File: src/sv/ddrc_pkg.sv
// ----------------------------------------------------------------------------
// ddrc_pkg: shared types and constants for the differential drive ramp core
// Payload structs, command codes, register indexes, heading codes and speed constants.
// ----------------------------------------------------------------------------
package ddrc_pkg;

  typedef struct packed {
    logic [3:0]  kind;
    logic [31:0] now_ms;
  } ddrc_in_t;

  typedef struct packed {
    logic signed [7:0] left_drive;
    logic signed [7:0] right_drive;
    logic              drive_valid;
  } ddrc_out_t;

  localparam int unsigned CfgIdxW  = 3;
  localparam int unsigned CfgDataW = 24;

  localparam logic [CfgIdxW-1:0] RegCorr   = 3'd0;
  localparam logic [CfgIdxW-1:0] RegAccel  = 3'd1;
  localparam logic [CfgIdxW-1:0] RegLevels = 3'd2;
  localparam logic [CfgIdxW-1:0] RegTurns  = 3'd3;
  localparam logic [CfgIdxW-1:0] RegMoveIv = 3'd4;
  localparam logic [CfgIdxW-1:0] RegStopIv = 3'd5;
  localparam logic [CfgIdxW-1:0] RegMaxSpd = 3'd6;

  localparam logic [3:0] KindNone   = 4'd0;
  localparam logic [3:0] KindSlow   = 4'd1;
  localparam logic [3:0] KindFast   = 4'd3;
  localparam logic [3:0] KindFwd    = 4'd4;
  localparam logic [3:0] KindBack   = 4'd5;
  localparam logic [3:0] KindStop   = 4'd6;
  localparam logic [3:0] KindLeft1  = 4'd7;
  localparam logic [3:0] KindLeft3  = 4'd9;
  localparam logic [3:0] KindRight1 = 4'd10;
  localparam logic [3:0] KindRight3 = 4'd12;
  localparam logic [3:0] KindRotL   = 4'd13;
  localparam logic [3:0] KindRotR   = 4'd14;

  localparam logic [1:0] HeadStop = 2'd0;
  localparam logic [1:0] HeadFwd  = 2'd1;
  localparam logic [1:0] HeadBack = 2'd2;

  localparam int SpdW = 10;
  // signed width of turn targets and scaled values (m + lim reaches 2921)
  localparam int ValW = SpdW + 4;
  localparam logic signed [SpdW-1:0] SpdMin = -10'sd512;
  localparam logic signed [SpdW-1:0] SpdMax = 10'sd511;
  localparam logic signed [SpdW-1:0] RotFwd = 10'sd15;
  localparam logic signed [SpdW-1:0] RotBack = -10'sd20;
  localparam logic [7:0] RotAdd = 8'd2;
  localparam logic [7:0] RotMin = 8'd4;

  // product width of the percent multiplier
  localparam int ProdW  = 20;
  localparam int MulCntW = 4;
endpackage

File: src/sv/ddrc_pct_mul.sv
// ----------------------------------------------------------------------------
// ddrc_pct_mul: bit-serial signed percent scaler
// Computes trunc(v * p / 100) one multiplier bit per cycle, then divides.
// ----------------------------------------------------------------------------
module ddrc_pct_mul (
  input  logic                    clk_i,
  input  logic                    rst_ni,
  input  logic                    start_i,
  input  logic signed [ddrc_pkg::ValW-1:0] v_i,
  input  logic [7:0]              p_i,
  output logic                    done_o,
  output logic signed [ddrc_pkg::ValW-1:0] res_o
);
  import ddrc_pkg::*;

  localparam int VW = ValW;
  localparam int DivSteps = 12;

  logic [1:0]          phase_q, phase_d;
  logic [MulCntW-1:0]  cnt_q, cnt_d;
  logic [7:0]          p_q, p_d;
  logic [ProdW-1:0]    mag_q, mag_d;   // magnitude of v, shifted left
  logic [ProdW-1:0]    acc_q, acc_d;   // product, then remainder
  logic [ProdW-1:0]    quo_q, quo_d;
  logic                neg_q, neg_d;
  logic [VW-1:0]       vabs;
  logic [ProdW-1:0]    trial;

  localparam logic [1:0] PhIdle = 2'd0;
  localparam logic [1:0] PhMul  = 2'd1;
  localparam logic [1:0] PhDiv  = 2'd2;
  localparam logic [1:0] PhDone = 2'd3;

  assign vabs  = v_i[VW-1] ? VW'(-v_i) : VW'(v_i);
  // divide by 100 with restoring steps of 100 << k, k = 11..0
  assign trial = ProdW'(32'd100 << cnt_q);

  always_comb begin
    phase_d = phase_q;
    cnt_d   = cnt_q;
    p_d     = p_q;
    mag_d   = mag_q;
    acc_d   = acc_q;
    quo_d   = quo_q;
    neg_d   = neg_q;
    case (phase_q)
      PhIdle: begin
        if (start_i) begin
          mag_d   = ProdW'(vabs);
          p_d     = p_i;
          acc_d   = '0;
          neg_d   = v_i[VW-1];
          cnt_d   = '0;
          phase_d = PhMul;
        end
      end
      PhMul: begin
        if (p_q[0]) acc_d = acc_q + mag_q;
        mag_d = mag_q << 1;
        p_d   = p_q >> 1;
        if (cnt_q == MulCntW'(7)) begin
          cnt_d   = MulCntW'(DivSteps - 1);
          quo_d   = '0;
          phase_d = PhDiv;
        end else begin
          cnt_d = cnt_q + 1'b1;
        end
      end
      PhDiv: begin
        if (acc_q >= trial) begin
          acc_d = acc_q - trial;
          quo_d = quo_q | (ProdW'(1) << cnt_q);
        end
        if (cnt_q == '0) phase_d = PhDone;
        else cnt_d = cnt_q - 1'b1;
      end
      default: phase_d = PhIdle;
    endcase
  end

  always_ff @(posedge clk_i or negedge rst_ni) begin
    if (!rst_ni) begin
      phase_q <= PhIdle;
      cnt_q   <= '0;
    end else begin
      phase_q <= phase_d;
      cnt_q   <= cnt_d;
    end
  end

  always_ff @(posedge clk_i) begin
    p_q   <= p_d;
    mag_q <= mag_d;
    acc_q <= acc_d;
    quo_q <= quo_d;
    neg_q <= neg_d;
  end

  assign done_o = (phase_q == PhDone);
  // |v| <= 823 and p <= 255 keep the quotient below 2^12
  assign res_o  = neg_q ? -$signed(VW'(quo_q)) : $signed(VW'(quo_q));
endmodule

File: src/sv/differential_drive_ramp_controller_core.sv
// ----------------------------------------------------------------------------
// differential_drive_ramp_controller_core: wheel speed ramp controller
// Keeps left and right wheel speeds and ramps them per command request.
// ----------------------------------------------------------------------------
//  channel | direction | signals
//  in      | sink      | in_valid_i, in_stall_o, in_data_i (kind, now_ms)
//  out     | source    | out_valid_o, out_stall_i, out_data_o
//  cfg     | sink      | cfg_we_i, cfg_idx_i, cfg_data_i
//
// Each percent product runs through one shared bit-serial scaler: a start,
// 8 multiply steps, 12 divide steps and a done state. A request with no
// drive issued or a stop step needs one product (base); forward, backward
// and rotate need two (base, correction) and a turn four (base, m, lim,
// correction). The next request is taken once the sequencer is idle again.
// Reset clears speeds, level, heading and
// timestamp and loads the register defaults. A stalled result holds in the
// output register and stalls the input until it is taken.
module differential_drive_ramp_controller_core (
  input  logic                 clk_i,
  input  logic                 rst_ni,
  input  logic                 in_valid_i,
  output logic                 in_stall_o,
  input  ddrc_pkg::ddrc_in_t   in_data_i,
  output logic                 out_valid_o,
  input  logic                 out_stall_i,
  output ddrc_pkg::ddrc_out_t  out_data_o,
  input  logic                 cfg_we_i,
  input  logic [ddrc_pkg::CfgIdxW-1:0]  cfg_idx_i,
  input  logic [ddrc_pkg::CfgDataW-1:0] cfg_data_i
);
  import ddrc_pkg::*;

  localparam int VW = ValW;

  // sequencer states
  localparam logic [2:0] StIdle  = 3'd0;
  localparam logic [2:0] StBase  = 3'd1;  // base = maxspd * level%
  localparam logic [2:0] StM     = 3'd2;  // m = base * corr%
  localparam logic [2:0] StLim   = 3'd3;  // lim = m * turn%
  localparam logic [2:0] StRamp  = 3'd4;  // step speeds
  localparam logic [2:0] StOut   = 3'd5;  // scale one wheel by corr%
  localparam logic [2:0] StEmit  = 3'd6;

  // configuration registers
  logic [7:0]  corr_q;
  logic [6:0]  acc_q;
  logic [23:0] levels_q, turns_q;
  logic [15:0] move_iv_q, stop_iv_q;
  logic [6:0]  maxspd_q;

  // architectural state
  logic signed [SpdW-1:0] left_q, right_q;
  logic [1:0]  level_q, heading_q;
  logic [31:0] last_q;

  logic [2:0]  st_q, st_d;
  logic [3:0]  kind_q;
  logic [31:0] now_q;
  logic signed [VW-1:0] base_q, m_q, lim_q;
  logic        scale_left_q;
  logic        out_valid_q;
  ddrc_out_t   out_q;

  // shared percent scaler
  logic                 mul_start;
  logic signed [VW-1:0] mul_v, mul_res;
  logic [7:0]           mul_p;
  logic                 mul_done;
  logic                 mul_busy_q;

  ddrc_pct_mul u_mul (
    .clk_i   (clk_i),
    .rst_ni  (rst_ni),
    .start_i (mul_start),
    .v_i     (mul_v),
    .p_i     (mul_p),
    .done_o  (mul_done),
    .res_o   (mul_res)
  );

  // decoded request
  logic is_turn, is_rot, turn_left;
  logic [1:0] lvl;
  logic [7:0] level_pct, turn_pct;
  logic [1:0] head_eff, level_eff;

  assign is_turn   = (kind_q >= KindLeft1) && (kind_q <= KindRight3);
  assign is_rot    = (kind_q == KindRotL) || (kind_q == KindRotR);
  assign turn_left = (kind_q <= KindLeft3);
  assign lvl       = turn_left ? 2'(kind_q - KindLeft1) : 2'(kind_q - KindRight1);

  always_comb begin
    level_eff = level_q;
    if (kind_q >= KindSlow && kind_q <= KindFast) level_eff = 2'(kind_q - KindSlow);
    head_eff = heading_q;
    if (kind_q == KindFwd)  head_eff = HeadFwd;
    if (kind_q == KindBack) head_eff = HeadBack;
    if (kind_q == KindStop) head_eff = HeadStop;
  end

  always_comb begin
    case (level_eff)
      2'd0:    level_pct = levels_q[7:0];
      2'd1:    level_pct = levels_q[15:8];
      default: level_pct = levels_q[23:16];
    endcase
    case (lvl)
      2'd0:    turn_pct = turns_q[7:0];
      2'd1:    turn_pct = turns_q[15:8];
      default: turn_pct = turns_q[23:16];
    endcase
  end

  // ramp step
  logic [31:0] dt;
  logic signed [VW-1:0] lt, rt, stp, nl, nr, tgt;
  logic [7:0] racc;
  logic go_move, go_stop, nz;
  logic fire, scale_req;

  assign dt      = now_q - last_q;
  assign go_move = (head_eff == HeadFwd || head_eff == HeadBack) &&
                   (dt > {16'd0, move_iv_q});
  assign go_stop = (head_eff == HeadStop) && (dt > {16'd0, stop_iv_q});
  assign nz      = (left_q != '0) || (right_q != '0);
  assign racc    = ({1'b0, acc_q} + RotAdd < RotMin) ? RotMin : {1'b0, acc_q} + RotAdd;
  assign tgt     = (head_eff == HeadBack) ? -base_q : base_q;
  // a drive is issued; all but the stop step scale one wheel by corr%
  assign fire      = is_turn || is_rot || go_move || (go_stop && nz);
  assign scale_req = is_turn || is_rot || go_move;

  function automatic logic signed [VW-1:0] sat_spd(input logic signed [VW-1:0] v);
    if (v < VW'(SpdMin)) sat_spd = VW'(SpdMin);
    else if (v > VW'(SpdMax)) sat_spd = VW'(SpdMax);
    else sat_spd = v;
  endfunction

  function automatic logic signed [VW-1:0] appr(input logic signed [VW-1:0] v,
      input logic signed [VW-1:0] t, input logic signed [VW-1:0] s, input logic up);
    logic signed [VW-1:0] x;
    x = v;
    if (up) begin
      if (x < t) x = x + s;
      if (x > t) x = x - s;
    end else begin
      if (x > t) x = x - s;
      if (x < t) x = x + s;
    end
    appr = x;
  endfunction

  always_comb begin
    lt  = turn_left ? m_q - lim_q : m_q + lim_q;
    rt  = turn_left ? m_q + lim_q : m_q - lim_q;
    stp = VW'($signed({1'b0, acc_q}));
    nl  = VW'(left_q);
    nr  = VW'(right_q);
    if (is_turn) begin
      nl = sat_spd(appr(nl, lt, stp, 1'b1));
      nr = sat_spd(appr(nr, rt, stp, 1'b0));
    end else if (is_rot) begin
      nl = sat_spd(appr(nl, (kind_q == KindRotL) ? VW'(RotBack) : VW'(RotFwd),
                        VW'($signed({1'b0, racc})), 1'b1));
      nr = sat_spd(appr(nr, (kind_q == KindRotL) ? VW'(RotFwd) : VW'(RotBack),
                        VW'($signed({1'b0, racc})), 1'b0));
    end else if (go_move) begin
      // both decrements before both increments
      if (nl > tgt) nl = nl - stp;
      if (nr > tgt) nr = nr - stp;
      if (nl < tgt) nl = nl + stp;
      if (nr < tgt) nr = nr + stp;
      nl = sat_spd(nl);
      nr = sat_spd(nr);
    end else if (go_stop && nz) begin
      if (nl > 0) nl = nl - stp;
      if (nr > 0) nr = nr - stp;
      if (nl < 0) nl = nl + stp;
      if (nr < 0) nr = nr + stp;
      nl = sat_spd(nl);
      nr = sat_spd(nr);
    end
  end

  function automatic logic signed [7:0] sat_drv(input logic signed [VW-1:0] v);
    if (v > VW'(127)) sat_drv = 8'sd127;
    else if (v < -VW'(127)) sat_drv = -8'sd127;
    else sat_drv = v[7:0];
  endfunction

  // scaler operand selection
  always_comb begin
    mul_start = 1'b0;
    mul_v     = '0;
    mul_p     = corr_q;
    case (st_q)
      StBase: begin
        mul_v = VW'($signed({1'b0, maxspd_q}));
        mul_p = level_pct;
      end
      StM:   mul_v = base_q;
      StLim: begin
        mul_v = m_q;
        mul_p = turn_pct;
      end
      StOut: mul_v = scale_left_q ? VW'(left_q) : VW'(right_q);
      default: ;
    endcase
    if ((st_q == StBase || st_q == StM || st_q == StLim || st_q == StOut) && !mul_busy_q)
      mul_start = 1'b1;
  end

  always_comb begin
    st_d = st_q;
    case (st_q)
      StIdle: if (in_valid_i && !in_stall_o) st_d = StBase;
      StBase: if (mul_done) st_d = is_turn ? StM : StRamp;
      StM:    if (mul_done) st_d = StLim;
      StLim:  if (mul_done) st_d = StRamp;
      // hand off to StOut when a wheel takes the correction factor
      StRamp: st_d = scale_req ? StOut : (fire ? StEmit : StIdle);
      StOut:  if (mul_done) st_d = StEmit;
      StEmit: st_d = StIdle;
      default: st_d = StIdle;
    endcase
  end

  assign in_stall_o = (st_q != StIdle) || (out_valid_q && out_stall_i);

  always_ff @(posedge clk_i or negedge rst_ni) begin
    if (!rst_ni) begin
      corr_q <= 8'd100;  acc_q <= 7'd1;
      levels_q <= 24'h643C1E;  turns_q <= 24'h1E140A;
      move_iv_q <= 16'd50;  stop_iv_q <= 16'd50;  maxspd_q <= 7'd127;
      left_q <= '0; right_q <= '0;
      level_q <= '0; heading_q <= HeadStop; last_q <= '0;
      st_q <= StIdle; mul_busy_q <= 1'b0; out_valid_q <= 1'b0;
    end else begin
      if (cfg_we_i) begin
        case (cfg_idx_i)
          RegCorr:   corr_q    <= cfg_data_i[7:0];
          RegAccel:  acc_q     <= cfg_data_i[6:0];
          RegLevels: levels_q  <= cfg_data_i;
          RegTurns:  turns_q   <= cfg_data_i;
          RegMoveIv: move_iv_q <= cfg_data_i[15:0];
          RegStopIv: stop_iv_q <= cfg_data_i[15:0];
          RegMaxSpd: maxspd_q  <= cfg_data_i[6:0];
          default: ;
        endcase
      end
      st_q <= st_d;
      // hold the scaler busy flag until it reports done
      if (mul_start) mul_busy_q <= 1'b1;
      else if (mul_done) mul_busy_q <= 1'b0;
      if (out_valid_q && !out_stall_i) out_valid_q <= 1'b0;
      if (st_q == StRamp) begin
        left_q    <= nl[SpdW-1:0];
        right_q   <= nr[SpdW-1:0];
        level_q   <= level_eff;
        heading_q <= head_eff;
        if (!is_turn && !is_rot && (go_move || go_stop)) last_q <= now_q;
        if (!(is_turn || is_rot || go_move || (go_stop && nz))) out_valid_q <= 1'b1;
      end
      if (st_q == StEmit) out_valid_q <= 1'b1;
    end
  end

  always_ff @(posedge clk_i) begin
    if (st_q == StIdle && in_valid_i && !in_stall_o) begin
      kind_q <= (in_data_i.kind == 4'd15) ? KindNone : in_data_i.kind;
      now_q  <= in_data_i.now_ms;
    end
    if (st_q == StBase && mul_done) base_q <= mul_res;
    if (st_q == StM && mul_done)    m_q    <= mul_res;
    if (st_q == StLim && mul_done)  lim_q  <= mul_res;
    if (st_q == StRamp) begin
      if (!(is_turn || is_rot || go_move || (go_stop && nz))) out_q <= '0;
      else begin
        out_q.drive_valid <= 1'b1;
        out_q.left_drive  <= sat_drv(nl);
        out_q.right_drive <= sat_drv(nr);
      end
      // which wheel takes the correction factor: left on rotate and backward
      scale_left_q <= is_rot || (!is_turn && go_move && head_eff == HeadBack);
    end
    if (st_q == StOut && mul_done) begin
      if (scale_left_q) out_q.left_drive <= sat_drv(mul_res);
      else              out_q.right_drive <= sat_drv(mul_res);
    end
  end

  assign out_valid_o = out_valid_q;
  assign out_data_o  = out_q;
endmodule

File: config.mk
export PLATFORM = sky130hd
export DESIGN_NAME = differential_drive_ramp_controller_core
export DESIGN_NICKNAME = d
export VERILOG_FILES = /design/src/sv/ddrc_pkg.sv /design/src/sv/ddrc_pct_mul.sv /design/src/sv/differential_drive_ramp_controller_core.sv
export SDC_FILE = /design/constraint.sdc
export NUM_CORES = 1
export LEC_CHECK = 0
export ABC_AREA = 1
export ABC_CLOCK_PERIOD_IN_PS = 8450
export BUFFER_PORTS_ARGS = -buffer_cell sky130_fd_sc_hd__buf_2
export CAP_MARGIN = 20
export CORE_MARGIN = 2
export CORE_UTILIZATION = 25
export DETAILED_ROUTE_END_ITERATION = 8
export GPL_TIMING_DRIVEN = 0
export SYNTH_ARGS = -nofsm -noshare
export SYNTH_HDL_FRONTEND = slang
export SYNTH_SLANG_ARGS = --single-unit
File: constraint.sdc
create_clock -name clk_i -period 8.45 [get_ports clk_i]
set_input_delay 0.845 -clock clk_i [delete_from_list [all_inputs] [get_ports clk_i]]
set_output_delay 0.845 -clock clk_i [all_outputs]
set_load 0.005 [all_outputs]
Word level (Yosys, flattened, before mapping)
Index checks and enable logic that the tools add are counted.
{ "totals": {"in_bits": 68, "register_bits": 334, "elab_cells": 354} }
{ "op_classes": {"bitwise": 1, "shifts": 2, "n_addsub": 27, "muxes": 144, "reduce_logical": 65, "n_eq_ne": 37, "n_lt_le_gt_ge": 47} }
{ "ops": {"columns": ["op", "count"], "rows": [
  ["two-way mux 14 bit", 88],
  ["two-way mux 20 bit", 6],
  ["> comparator 14 x 10 -> 1 bit, second input constant", 8],
  ["less-than comparator 14 x 10 -> 1 bit, second input constant", 8],
  ["two-way mux 8 bit", 10],
  ["case mux 20 bit (2 select lines)", 2],
  ["adder 14 x 8 -> 14 bit", 5],
  ["> comparator 32 x 16 -> 1 bit", 2],
  ["case mux 8 bit (2 select lines)", 4],
  ["case mux 20 bit (3 select lines)", 1],
  ["> comparator 10 x 14 -> 1 bit", 4],
  ["less-than comparator 14 bit", 4],
  ["case mux 14 bit (4 select lines)", 1],
  ["> comparator 14 x 8 -> 1 bit, second input constant", 3],
  ["less-than comparator 14 x 8 -> 1 bit, second input constant", 3],
  ["negation 14 bit", 3],
  ["two-way mux 17 bit", 2],
  ["subtractor 32 bit", 1],
  ["> comparator 14 bit", 2],
  ["less-than comparator 10 x 14 -> 1 bit", 2],
  ["less-than comparator 14 x 1 -> 1 bit, second input constant", 2],
  ["two-way mux 3 bit", 8],
  ["subtractor 10 x 8 -> 11 bit", 2],
  ["adder 20 bit", 1],
  ["other kinds (53)", 151]
]} }

Longest topological paths before layout
Gate-level depths: netlist of run 1.
{ "depth": {"ltp_word": 31, "ltp_mapped": 55, "ltp_nobuf": 53} }

Cells and area by module
A second synthesis of run 1 with hierarchy kept.
{ "hier_totals": {"cells_unflattened": 4728, "hier_area_um2": 32580.0} }
{ "modules_own_cells": {"columns": ["mod", "area_each_um2", "cells_per_inst", "instances"], "rows": [
  ["differential_drive_ramp_controller_core", 26350.3, 3871, 1],
  ["ddrc_pct_mul", 6229.7, 857, 1]
]} }

Least setup slack after synthesis of run 1
Ideal clock, no wire load.
{ "synth_path": {"kind": "reg2reg", "start": "reg kind_q[0]", "end": "reg out_q (netlist bit out_data_o[2])", "path_slack_ps": 2238, "stages_incl_launch_ff": 51, "path_buffers": 2, "arrival_ps": 6094, "path_cell_list": "edfxtp_1 > inv_1 > ha_1 > inv_1 > o21ai_0 > nand2_1 > nand2_1 > inv_1 > ha_1 > buf_4 > nand2_1 > nand2_1 > o21ai_0 > xor2_1 > ha_1 > nand4_1 > inv_1 > nand2_1 > [... 15 more ...] > nand2_1 > a21oi_1 > a21oi_1 > inv_1 > nand2_1 > nand2_1 > nand3_1 > nand2_2 > nand2_1 > nand2_1 > nand2_1 > nand2_1 > nand2_2 > o21ai_2 > inv_2 > or2_0 > nand3_1 > a21oi_1"} }
{ "synth_via": {"elab_chain_cells": 29, "elab_cells_between_ends": 77} }
{ "synth_rtl": {"columns": ["item", "line_no", "text"], "rows": [
  ["start: declaration", "differential_drive_ramp_controller_core.sv:57", "logic [3:0] kind_q;"],
  ["start signal: assignment", "differential_drive_ramp_controller_core.sv:269", "kind_q <= (in_data_i.kind == 4'd15) ? KindNone : in_data_i.kind;"],
  ["== test 4 x 3 -> 1 bit", "differential_drive_ramp_controller_core.sv:96", "if (kind_q == KindFwd) head_eff = HeadFwd;"],
  ["two-way mux 2 bit", "differential_drive_ramp_controller_core.sv:96", null],
  ["two-way mux 2 bit", "differential_drive_ramp_controller_core.sv:97", "if (kind_q == KindBack) head_eff = HeadBack;"],
  ["two-way mux 2 bit (*)", "differential_drive_ramp_controller_core.sv:98", "if (kind_q == KindStop) head_eff = HeadStop;"],
  ["named net head_eff[1]", "differential_drive_ramp_controller_core.sv:85", "logic [1:0] head_eff, level_eff;"],
  ["== test 2 bit", "differential_drive_ramp_controller_core.sv:122, differential_drive_ramp_controller_core.sv:127", null],
  ["two-way mux 14 bit", "differential_drive_ramp_controller_core.sv:127", "assign tgt = (head_eff == HeadBack) ? -base_q : base_q;"],
  ["> comparator 10 x 14 -> 1 bit", "differential_drive_ramp_controller_core.sv:169", "if (nr > tgt) nr = nr - stp;"],
  ["[... 14 more ...]", null, null],
  ["two-way mux 14 bit", "differential_drive_ramp_controller_core.sv:158", "if (is_turn) begin"],
  ["less-than comparator 14 x 8 -> 1 bit", "differential_drive_ramp_controller_core.sv:186", "else if (v < -VW'(127)) sat_drv = -8'sd127;"],
  ["two-way mux 8 bit", "differential_drive_ramp_controller_core.sv:186", null],
  ["two-way mux 8 bit", "differential_drive_ramp_controller_core.sv:185", "if (v > VW'(127)) sat_drv = 8'sd127;"],
  ["two-way mux 17 bit (*)", "differential_drive_ramp_controller_core.sv:276", "if (!(is_turn || is_rot || go_move || (go_stop && nz))) out_q <= '0;"],
  ["two-way mux 17 bit (*)", "differential_drive_ramp_controller_core.sv:275", "if (st_q == StRamp) begin"],
  ["two-way mux 8 bit", "differential_drive_ramp_controller_core.sv:286", "if (scale_left_q) out_q.left_drive <= sat_drv(mul_res);"],
  ["two-way mux 16 bit (*)", "differential_drive_ramp_controller_core.sv:285", "if (st_q == StOut && mul_done) begin"],
  ["end: declaration", "differential_drive_ramp_controller_core.sv:62", "ddrc_out_t out_q;"]
]} }
The timed path passes the listed nets; every way through them passes the cells marked *. The select of a mux whose other input is x is not followed.
A chain may end at the register's enable or synchronous reset.

Worst setup path in the final report of run 1
{ "layout_path": {"start": "reg acc_q[6]", "end": "reg out_q (netlist bit out_data_o[9])"} }
{ "layout_via": {"elab_chain_cells": 26, "elab_cells_between_ends": 70} }
{ "layout_rtl": {"columns": ["item", "line_no", "text"], "rows": [
  ["start: declaration", "differential_drive_ramp_controller_core.sv:46", "logic [6:0] acc_q;"],
  ["start signal: assignment", "differential_drive_ramp_controller_core.sv:241", "RegAccel: acc_q <= cfg_data_i[6:0];"],
  ["parallel branches: the longest is 18 deep, another holds subtractor 14 x 9 -> 14 bit", null, null],
  ["two-way mux 14 bit (*)", "differential_drive_ramp_controller_core.sv:158", null],
  ["less-than comparator 14 x 8 -> 1 bit", "differential_drive_ramp_controller_core.sv:186", null],
  ["two-way mux 8 bit", "differential_drive_ramp_controller_core.sv:186", null],
  ["two-way mux 8 bit (*)", "differential_drive_ramp_controller_core.sv:185", null],
  ["two-way mux 17 bit (*)", "differential_drive_ramp_controller_core.sv:276", null],
  ["two-way mux 17 bit (*)", "differential_drive_ramp_controller_core.sv:275", null],
  ["two-way mux 8 bit", "differential_drive_ramp_controller_core.sv:286", null],
  ["two-way mux 16 bit (*)", "differential_drive_ramp_controller_core.sv:285", null]
]} }
Every way passes the cells marked *. The select of a mux whose other input is x is not followed.

==> run summary, run 1 <==
The run finished with clean final reports. In this run the tightest slew margin relative to its limit is 0.218. The repair_antennas step left the layout with diodes totalling 0. The final clock period utilization by the worst path is 0.944.

STA classifies the critical path startpoint as a flop. The internal reg-to-reg setup slack is 0.47 ns. Across all hold checks on the routed design, the worst slack comes to 0.223 ns.

For the worst setup path, the data arrival time is 8.50 ns. For this design, the slowest cell found on the critical path is sky130_fd_sc_hd__dfrtp_1. The share of layout cells above drive strength 1 came out at 0.0767. The compound-gate portion of the synthesized area came out at 0.172. For this run the aggregate overflow at the end of global routing stands at 0.

The number of placement rows is 129. The total area inside the core boundary comes to 124,000 µm². The total count of hold-check failures in the final report came out at 0. Averaged over all synthesized cells, the footprint is 6.97 µm². The clock slew seen by the registers of the worst setup and hold paths is 0.06 ns. The total vias in the final route is 30,600. The die span in y came out at 357 µm. The insertion delay to the later sink of the worst-skew pair came out at 0.60 ns. Max-cap violations in this run came to 0. The global router's overall resource usage is 0.165. The final core area utilization came out at 0.285.

The number of antenna violations at the first check in global routing came out at 1. Buffers placed on the I/O ports in this run total 86. The pin count of the biggest net entering global routing came out at 117.

The weighted congestion at the end of routability-driven global placement is 0.998. The number of unique standard cell types used by synthesis came out at 71. The commonest cells after synthesis are sky130_fd_sc_hd__nand2_1, sky130_fd_sc_hd__inv_1, sky130_fd_sc_hd__nor2_1, sky130_fd_sc_hd__o21ai_0, sky130_fd_sc_hd__ha_1.

For the worst setup path, the data required time is 8.98 ns. The maximum number of buffers from clock root to sink came out at 3. Of the total synthesized cell area, the portion taken by XOR and XNOR cells is 0.0428. sky130_fd_sc_hd__edfxtp_1 takes more of the synthesized area than any other cell. The proportion of synthesized flip-flops having asynchronous set or reset came out at 0.515. The synthesized instance count is 4,465. The routed via count divided by cell count is 4.87. Measured along the x axis, the die boundary spans 357 µm. The simple-gate area share of the yosys netlist is 0.256. STA classifies the critical path endpoint as a flop.

The starting density of the core came out at 0.252. The mux contribution to synthesized area came out at 0.00169. The number of buffers inserted for hold repair after clock tree synthesis came out at 0.

The setup TNS came out at 0 ns. The summed instance area of the synthesized netlist came out at 31,100 µm². The pin slew with the least headroom to its limit came out at 1.16 ns. The leading register cell type out of synthesis is sky130_fd_sc_hd__edfxtp_1. The sequential fraction of the synthesis area is 0.285. The number of nets in the final layout came out at 5,034. The number of nets in the synthesized netlist is 4,890. The family with the most delay on the worst path is simple AND/OR/NAND/NOR gates. The maximum operating frequency is 0.125 GHz.

Setup repair after global routing left no endpoint under its margin. The most common cell in the synthesized netlist is sky130_fd_sc_hd__nand2_1. The root buffer selected by CTS is sky130_fd_sc_hd__clkbuf_16. The count of flip-flops with a built-in enable after synthesis came out at 143.

The shortest period the worst path allows is 7.98 ns. The final count of pins violating max slew is 0. The per-cell routed wire length came out at 17.2 µm. The buffering stage count on the worst path with inverters included came out at 4. Setup violations remaining at the end of the flow were counted as 0.

The category of the most critical setup path is flop to flop. The number of search-and-repair iterations in the first detailed-routing pass came out at 6. The layout overhead on the synthesized area came out at 13.2%. The count of cells along the worst register-to-register path is 39. The clock sink count came out at 328.

Ranked by total cell area, the synthesized netlist is headed by sky130_fd_sc_hd__edfxtp_1, sky130_fd_sc_hd__ha_1, sky130_fd_sc_hd__nand2_1. The startpoint identified for the worst register-to-register timing path is acc_q[6]. The maximum single-stage delay on the critical path came out at 0.83 ns. The total DRC errors in the routed layout is 0. The number of global-route vias before repair came out at 28,400. The final HPWL from detailed placement is 86,000 µm. Of the post-synthesis cell area, the dominant cell type holds 0.138. For this block, the initial DRC count from the detailed router was 2,795.

The die area is 127,000 µm². Of the total synthesized cell area, the portion taken by full adders, half adders and majority gates is 0.148. The number of nets still failing antenna checks after routing came out at 0. The number of clock buffers added by TritonCTS is 41.

The flip-flop and latch count after synthesis came out at 328. The clock tree synthesis step divided the H-tree into 2 levels. By area, the combinational part of the netlist is dominated by simple AND/OR/NAND/NOR gates. TritonCTS built the clock tree. The total I/O pin count is 87. The synthesis warning total came out at 0.

Counting stages on the worst path, the most repeated cell is sky130_fd_sc_hd__nand2_1. Of all nets on the critical path, the largest fanout is 10. The worst min-delay path class is primary input to asynchronous set/reset pin.

The final wirelength came out at 108,000 µm. The clock skew after layout came out at 0.0518 ns. The first-pass GRT wire length came out at 165,000 µm.

The end of the worst register-to-register path is out_data_o[9].
[metrics by stage]
stage | setup WS [ns] | cells | area, µm²
after floorplan | 2.24 | 4465 | 31100
after global placement | -0.00825 | 6188 | 33600
after detailed placement | 0.116 | 6196 | 33800
after CTS | 0.0961 | 6272 | 35200
after global routing | 0.0510 | 6279 | 35300
final | 0.473 | 6279 | 35300
[worst max-delay path by stage]
stage / start / endpoint / slack, ns / cells past startpoint
2_1_floorplan: kind_q[0] / out_data_o[2] / 2.24 / 50
3_3_place_gp: kind_q[1] / out_data_o[9] / -0.008 / 33
3_5_place_dp: kind_q[1] / out_data_o[13] / 0.12 / 42
4_1_cts: kind_q[1] / out_data_o[13] / 0.1 / 42
5_1_grt: kind_q[0] / out_data_o[5] / 0.05 / 49
6_report: acc_q[6] / out_data_o[9] / 0.47 / 39
[logic make-up after synthesis]
group,after synthesis
flops,328
compound gates,968
simple gates,1892
xor+xnor,152
fa+ha+maj,357
buf+inv,763
mux,5
[worst reg2reg max path, delay by kind of cell (launching register included)]
family | cells | cell delay [ns]
xor+xnor | 2 | 0.81
fa+ha+maj | 3 | 0.98
buf+inv | 4 | 0.87
simple gates | 22 | 3.13
compound gates | 8 | 1.32
flops | 1 | 0.83
[placed cells by master, fill, tap and decap left out, types with 13 or more instances in the layout]
cell / count
sky130_fd_sc_hd__o211ai_1: 21
sky130_fd_sc_hd__dfrtp_1: 128
sky130_fd_sc_hd__xnor2_1: 27
sky130_fd_sc_hd__xor2_1: 122
sky130_fd_sc_hd__edfxtp_1: 143
sky130_fd_sc_hd__nand3_1: 251
sky130_fd_sc_hd__nand2_2: 28
sky130_fd_sc_hd__nor2_1: 392
sky130_fd_sc_hd__dfstp_2: 36
sky130_fd_sc_hd__nand2_1: 1059
sky130_fd_sc_hd__clkinv_1: 13
sky130_fd_sc_hd__o21bai_1: 44
sky130_fd_sc_hd__ha_1: 340
sky130_fd_sc_hd__nand4_1: 40
sky130_fd_sc_hd__clkbuf_16: 42
sky130_fd_sc_hd__dfxtp_1: 16
sky130_fd_sc_hd__o22ai_1: 21
sky130_fd_sc_hd__inv_2: 25
sky130_fd_sc_hd__clkbuf_1: 84
sky130_fd_sc_hd__buf_4: 15
sky130_fd_sc_hd__a31oi_1: 13
sky130_fd_sc_hd__o21ai_1: 53
sky130_fd_sc_hd__nor3_1: 40
sky130_fd_sc_hd__o21ai_0: 383
sky130_fd_sc_hd__buf_2: 99
sky130_fd_sc_hd__fa_1: 17
sky130_fd_sc_hd__inv_1: 625
sky130_fd_sc_hd__a21oi_1: 336
[layer usage]
metal / wire length, µm / global-route usage / up-vias / share of wire
met4: 3800 / 0.0557 / 0 / 0.035
met1: 49400 / 0.233 / 14200 / 0.46
li1: - / - / 15100 / -
met3: 7940 / 0.0199 / 188 / 0.073
met2: 47100 / 0.261 / 1117 / 0.43
met5: 0 / 0 / - / 0
[state kept, by name, indices dropped and copies added (netlist names), 16 cells and up]
register	cells
u_mul.acc_q	20
u_mul.mag_q	20
now_q	32
turns_q	24
move_iv_q	16
out_data_o	17
stop_iv_q	16
levels_q	24
last_q	32
[timing repair]
action / 4_1_cts / 5_1_grt
resized for setup: 0 / 21
endpoints found under the setup margin: 0 / 29
setup buffers: 0 / 5
[area by class of cell]
cell class | count | area (µm²)
fillers | 13700 | 88400
multi-input cells | 3374 | 19400
flip-flops and latches | 328 | 8890
inverters | 659 | 2470
well taps | 1637 | 2050
clock buffers | 57 | 1140
repair buffers | 102 | 632
plain buffers | 103 | 459
clock inverters | 19 | 231
Power of run 1 is left out: the tool's default activity adds up to more than one toggle a clock period on the data nets, which glitch-free logic cannot reach.
==> inputs of run 2 (changes only) <==
--- a/config.mk
+++ b/config.mk
@@ -13,6 +13,7 @@
 export CORE_UTILIZATION = 25
 export DETAILED_ROUTE_END_ITERATION = 8
 export GPL_TIMING_DRIVEN = 0
+export RECOVER_POWER = 50
 export SYNTH_ARGS = -nofsm -noshare
 export SYNTH_HDL_FRONTEND = slang
 export SYNTH_SLANG_ARGS = --single-unit
==> run 2 against run 1 <==
Compared with the run above: the flow now finishes with violations (capacitance limit, slew limit); hold slack improved by 0.21 ns; non-clock buffer count did not move; cell count did not move; critical endpoint unchanged; largest cell class unchanged.
==> run summary, run 2 (synthesis results as in run 1) <==
The number of inserted filler cells in the final layout is 13,700 (+0.066%). The diode insertion count for antenna repair came out at 0 (unchanged). The pre-CTS setup slack was 0.116 ns (unchanged). The pin slew with the least headroom to its limit came to 3.76 ns (+2.60 ns). The layout overhead on the synthesized area is 13.1%.

CTS placed an instance of sky130_fd_sc_hd__clkbuf_16 at the clock tree root. The largest registers in the layout are last_q: 32 flops, now_q: 32 flops. The number of global-route vias before repair was 28,400 (unchanged).

For this design, the slowest cell found on the critical path is sky130_fd_sc_hd__dfrtp_1. The number of placement rows is 129 (unchanged). The clock slew seen by the registers of the worst setup and hold paths is 0.06 ns (about the same). The area used by multi-input combinational logic came out at 19,400 µm² (about the same). The relative max-transition margin is -1.51 (-1.73).

The run finished, with violations left. The maximum number of buffers from clock root to sink came out at 3 (unchanged). The setup path with the least slack is of type flop to flop.

The setup violation total in the final timing report came out at 0 (unchanged). The die span in y is 357 µm (unchanged). The arrival time at the worst endpoint is 8.47 ns (-0.03 ns).

The routed via count divided by cell count is 4.87 (-0.13%). The final count of pins violating max slew came out at 172 (+172). The total count of hold-check failures in the final report is 0 (unchanged). The area taken by flip-flops and latches came to 8890 µm² (unchanged). The clock sink count came out at 328 (unchanged). The worst min-delay path class is primary input to flop. The highest fanout seen on the critical path came to 10 (unchanged).

The final wirelength came out at 108,000 µm (+0.14%). The cell count after placement is 6,196 (unchanged). The most frequent cell on the critical path is sky130_fd_sc_hd__nand2_1. The final HPWL from detailed placement came out at 86,000 µm (unchanged). The number of nets still failing antenna checks after routing is 0 (unchanged). The setup TNS came out at 0 ns (unchanged).

The TritonCTS buffer count came to 41 (unchanged). The count of routing violations after the opening detailed-route iteration came out at 2,719 (-2.7%). The pin count of the biggest net entering global routing came out at 117 (unchanged). The weighted congestion at the end of routability-driven global placement came out at 0.998 (unchanged). The die area came out at 127,000 µm² (unchanged). STA classifies the critical path startpoint as a flop. The core region area came out at 124,000 µm² (unchanged). The top cell types in the final layout, fill and taps aside, are sky130_fd_sc_hd__nand2_1, sky130_fd_sc_hd__inv_1, sky130_fd_sc_hd__nor2_1.

The starting density of the core came out at 0.252 (unchanged). The final clock period utilization by the worst path was 0.940 (-0.00423). The checks that failed: capacitance limit, slew limit. The required time reported for the critical path endpoint is 8.98 ns (about the same). Setup repair after global routing left no endpoint under its margin. The max capacitance violation total came out at 2 (+2). The maximum operating frequency came out at 0.126 GHz (+0.45%).

The maximum single-stage delay on the critical path came out at 0.82 ns (about the same). The total I/O pin count is 87 (unchanged). The insertion delay to the later sink of the worst-skew pair is 0.61 ns (about the same). The number of nets in the final layout came out at 5,034 (unchanged). The first-pass GRT wire length came out at 165,000 µm (unchanged). The number of antenna violations at the first check in global routing was 1 (unchanged).

The total vias in the final route came out at 30,600 (-0.13%). The number of H-tree levels was 2 (unchanged). The total DRC errors in the routed layout is 0 (unchanged). The global router's overall resource usage came out at 0.165 (unchanged). Leaving out fill and tap cells, the most frequent cell in the layout is sky130_fd_sc_hd__nand2_1. The shortest period the worst path allows is 7.94 ns (-0.0358 ns). The worst path setup slack after routing is 0.509 ns (+0.0358 ns). The filler-free cell count of the finished design came out at 6,279 (unchanged). The total of buffers placed on input and output ports came out at 86 (unchanged). The number of buffers inserted for hold repair after clock tree synthesis is 0 (unchanged). The per-cell routed wire length is 17.3 µm (+0.14%).

The width of the die came out at 357 µm (unchanged). The clock skew after layout came out at 0.0493 ns (-0.00246 ns). TritonCTS built the clock tree. The nature of the critical path endpoint is a flop. The share of layout cells above drive strength 1 is 0.0741 (-0.00259).

The final global-route overflow total came to 0 (unchanged). The number of search-and-repair iterations in the first detailed-routing pass is 8 (+2).
run 2: cell types whose count changed in the layout (fill, tap and decap cells not counted):
cell / previous run / this run
sky130_fd_sc_hd__buf_1: 5 / 4
sky130_fd_sc_hd__buf_16: 3 / 2
sky130_fd_sc_hd__buf_2: 99 / 89
sky130_fd_sc_hd__buf_8: 1 / 0
sky130_fd_sc_hd__clkbuf_1: 84 / 96
sky130_fd_sc_hd__clkbuf_2: 4 / 5
sky130_fd_sc_hd__nor2_1: 392 / 393
sky130_fd_sc_hd__nor2_4: 3 / 2
run 2: cell type report:
class / count / area share
Multi-Input combinational cell: 3374 / 0.550
Sequential cell: 328 / 0.253
Inverter: 659 / 0.0703
Tap cell: 1637 / 0.0582
Clock buffer: 57 / 0.0323
Timing Repair Buffer: 102 / 0.0166
Buffer: 103 / 0.0130
Clock inverter: 19 / 0.00657
run 2: worst max-delay path, delay by kind of cell, from the launching register on:
family,cells,cell delay [ns]
buf+inv,4,0.85
fa+ha+maj,3,0.97
flops,1,0.82
simple gates,22,3.09
compound gates,8,1.31
xor+xnor,2,0.81
run 2: through the flow:
| stage | util | cell area (µm²) | hold slack [ns] |
|---|---|---|---|
| floorplan | - | 31100 | 0.447 |
| CTS | 0.284 | 35200 | 0.213 |
| detailed placement | 0.273 | 33800 | 0.472 |
| global placement | 0.272 | 33600 | 0.466 |
| global route | 0.285 | 35200 | 0.422 |
| finish | 0.285 | 35200 | 0.437 |
run 2: per-layer routing:
metal | part of all wire | vias up | track usage
li1 | - | 15100 | -
met1 | 0.46 | 14200 | 0.233
met2 | 0.43 | 1093 | 0.261
met3 | 0.070 | 200 | 0.0199
met4 | 0.036 | 0 | 0.0557
met5 | 0 | - | 0
run 2: path summary, 6_finish.rpt:
check	to	startpoint	cells after the start	slack, ns
max	out_data_o[9]	acc_q[6]	39	0.51
min reg2reg	move_iv_q[6]	move_iv_q[6]	2	0.48
min in group asynchronous	u_mul.phase_q[0]	rst_ni	1	1.57
max in group asynchronous	acc_q[2]	rst_ni	2	2.33
min	now_q[16]	in_data_i[16]	1	0.44
max reg2reg	out_data_o[9]	acc_q[6]	39	0.51
run 2: repair_timing:
item                       CTS  global route
hold endpoints to repair     0             0
setup endpoints to repair    0            29
buffers inserted             0             5
resized for setup            0            21
Power of run 2 is left out for the same reason.
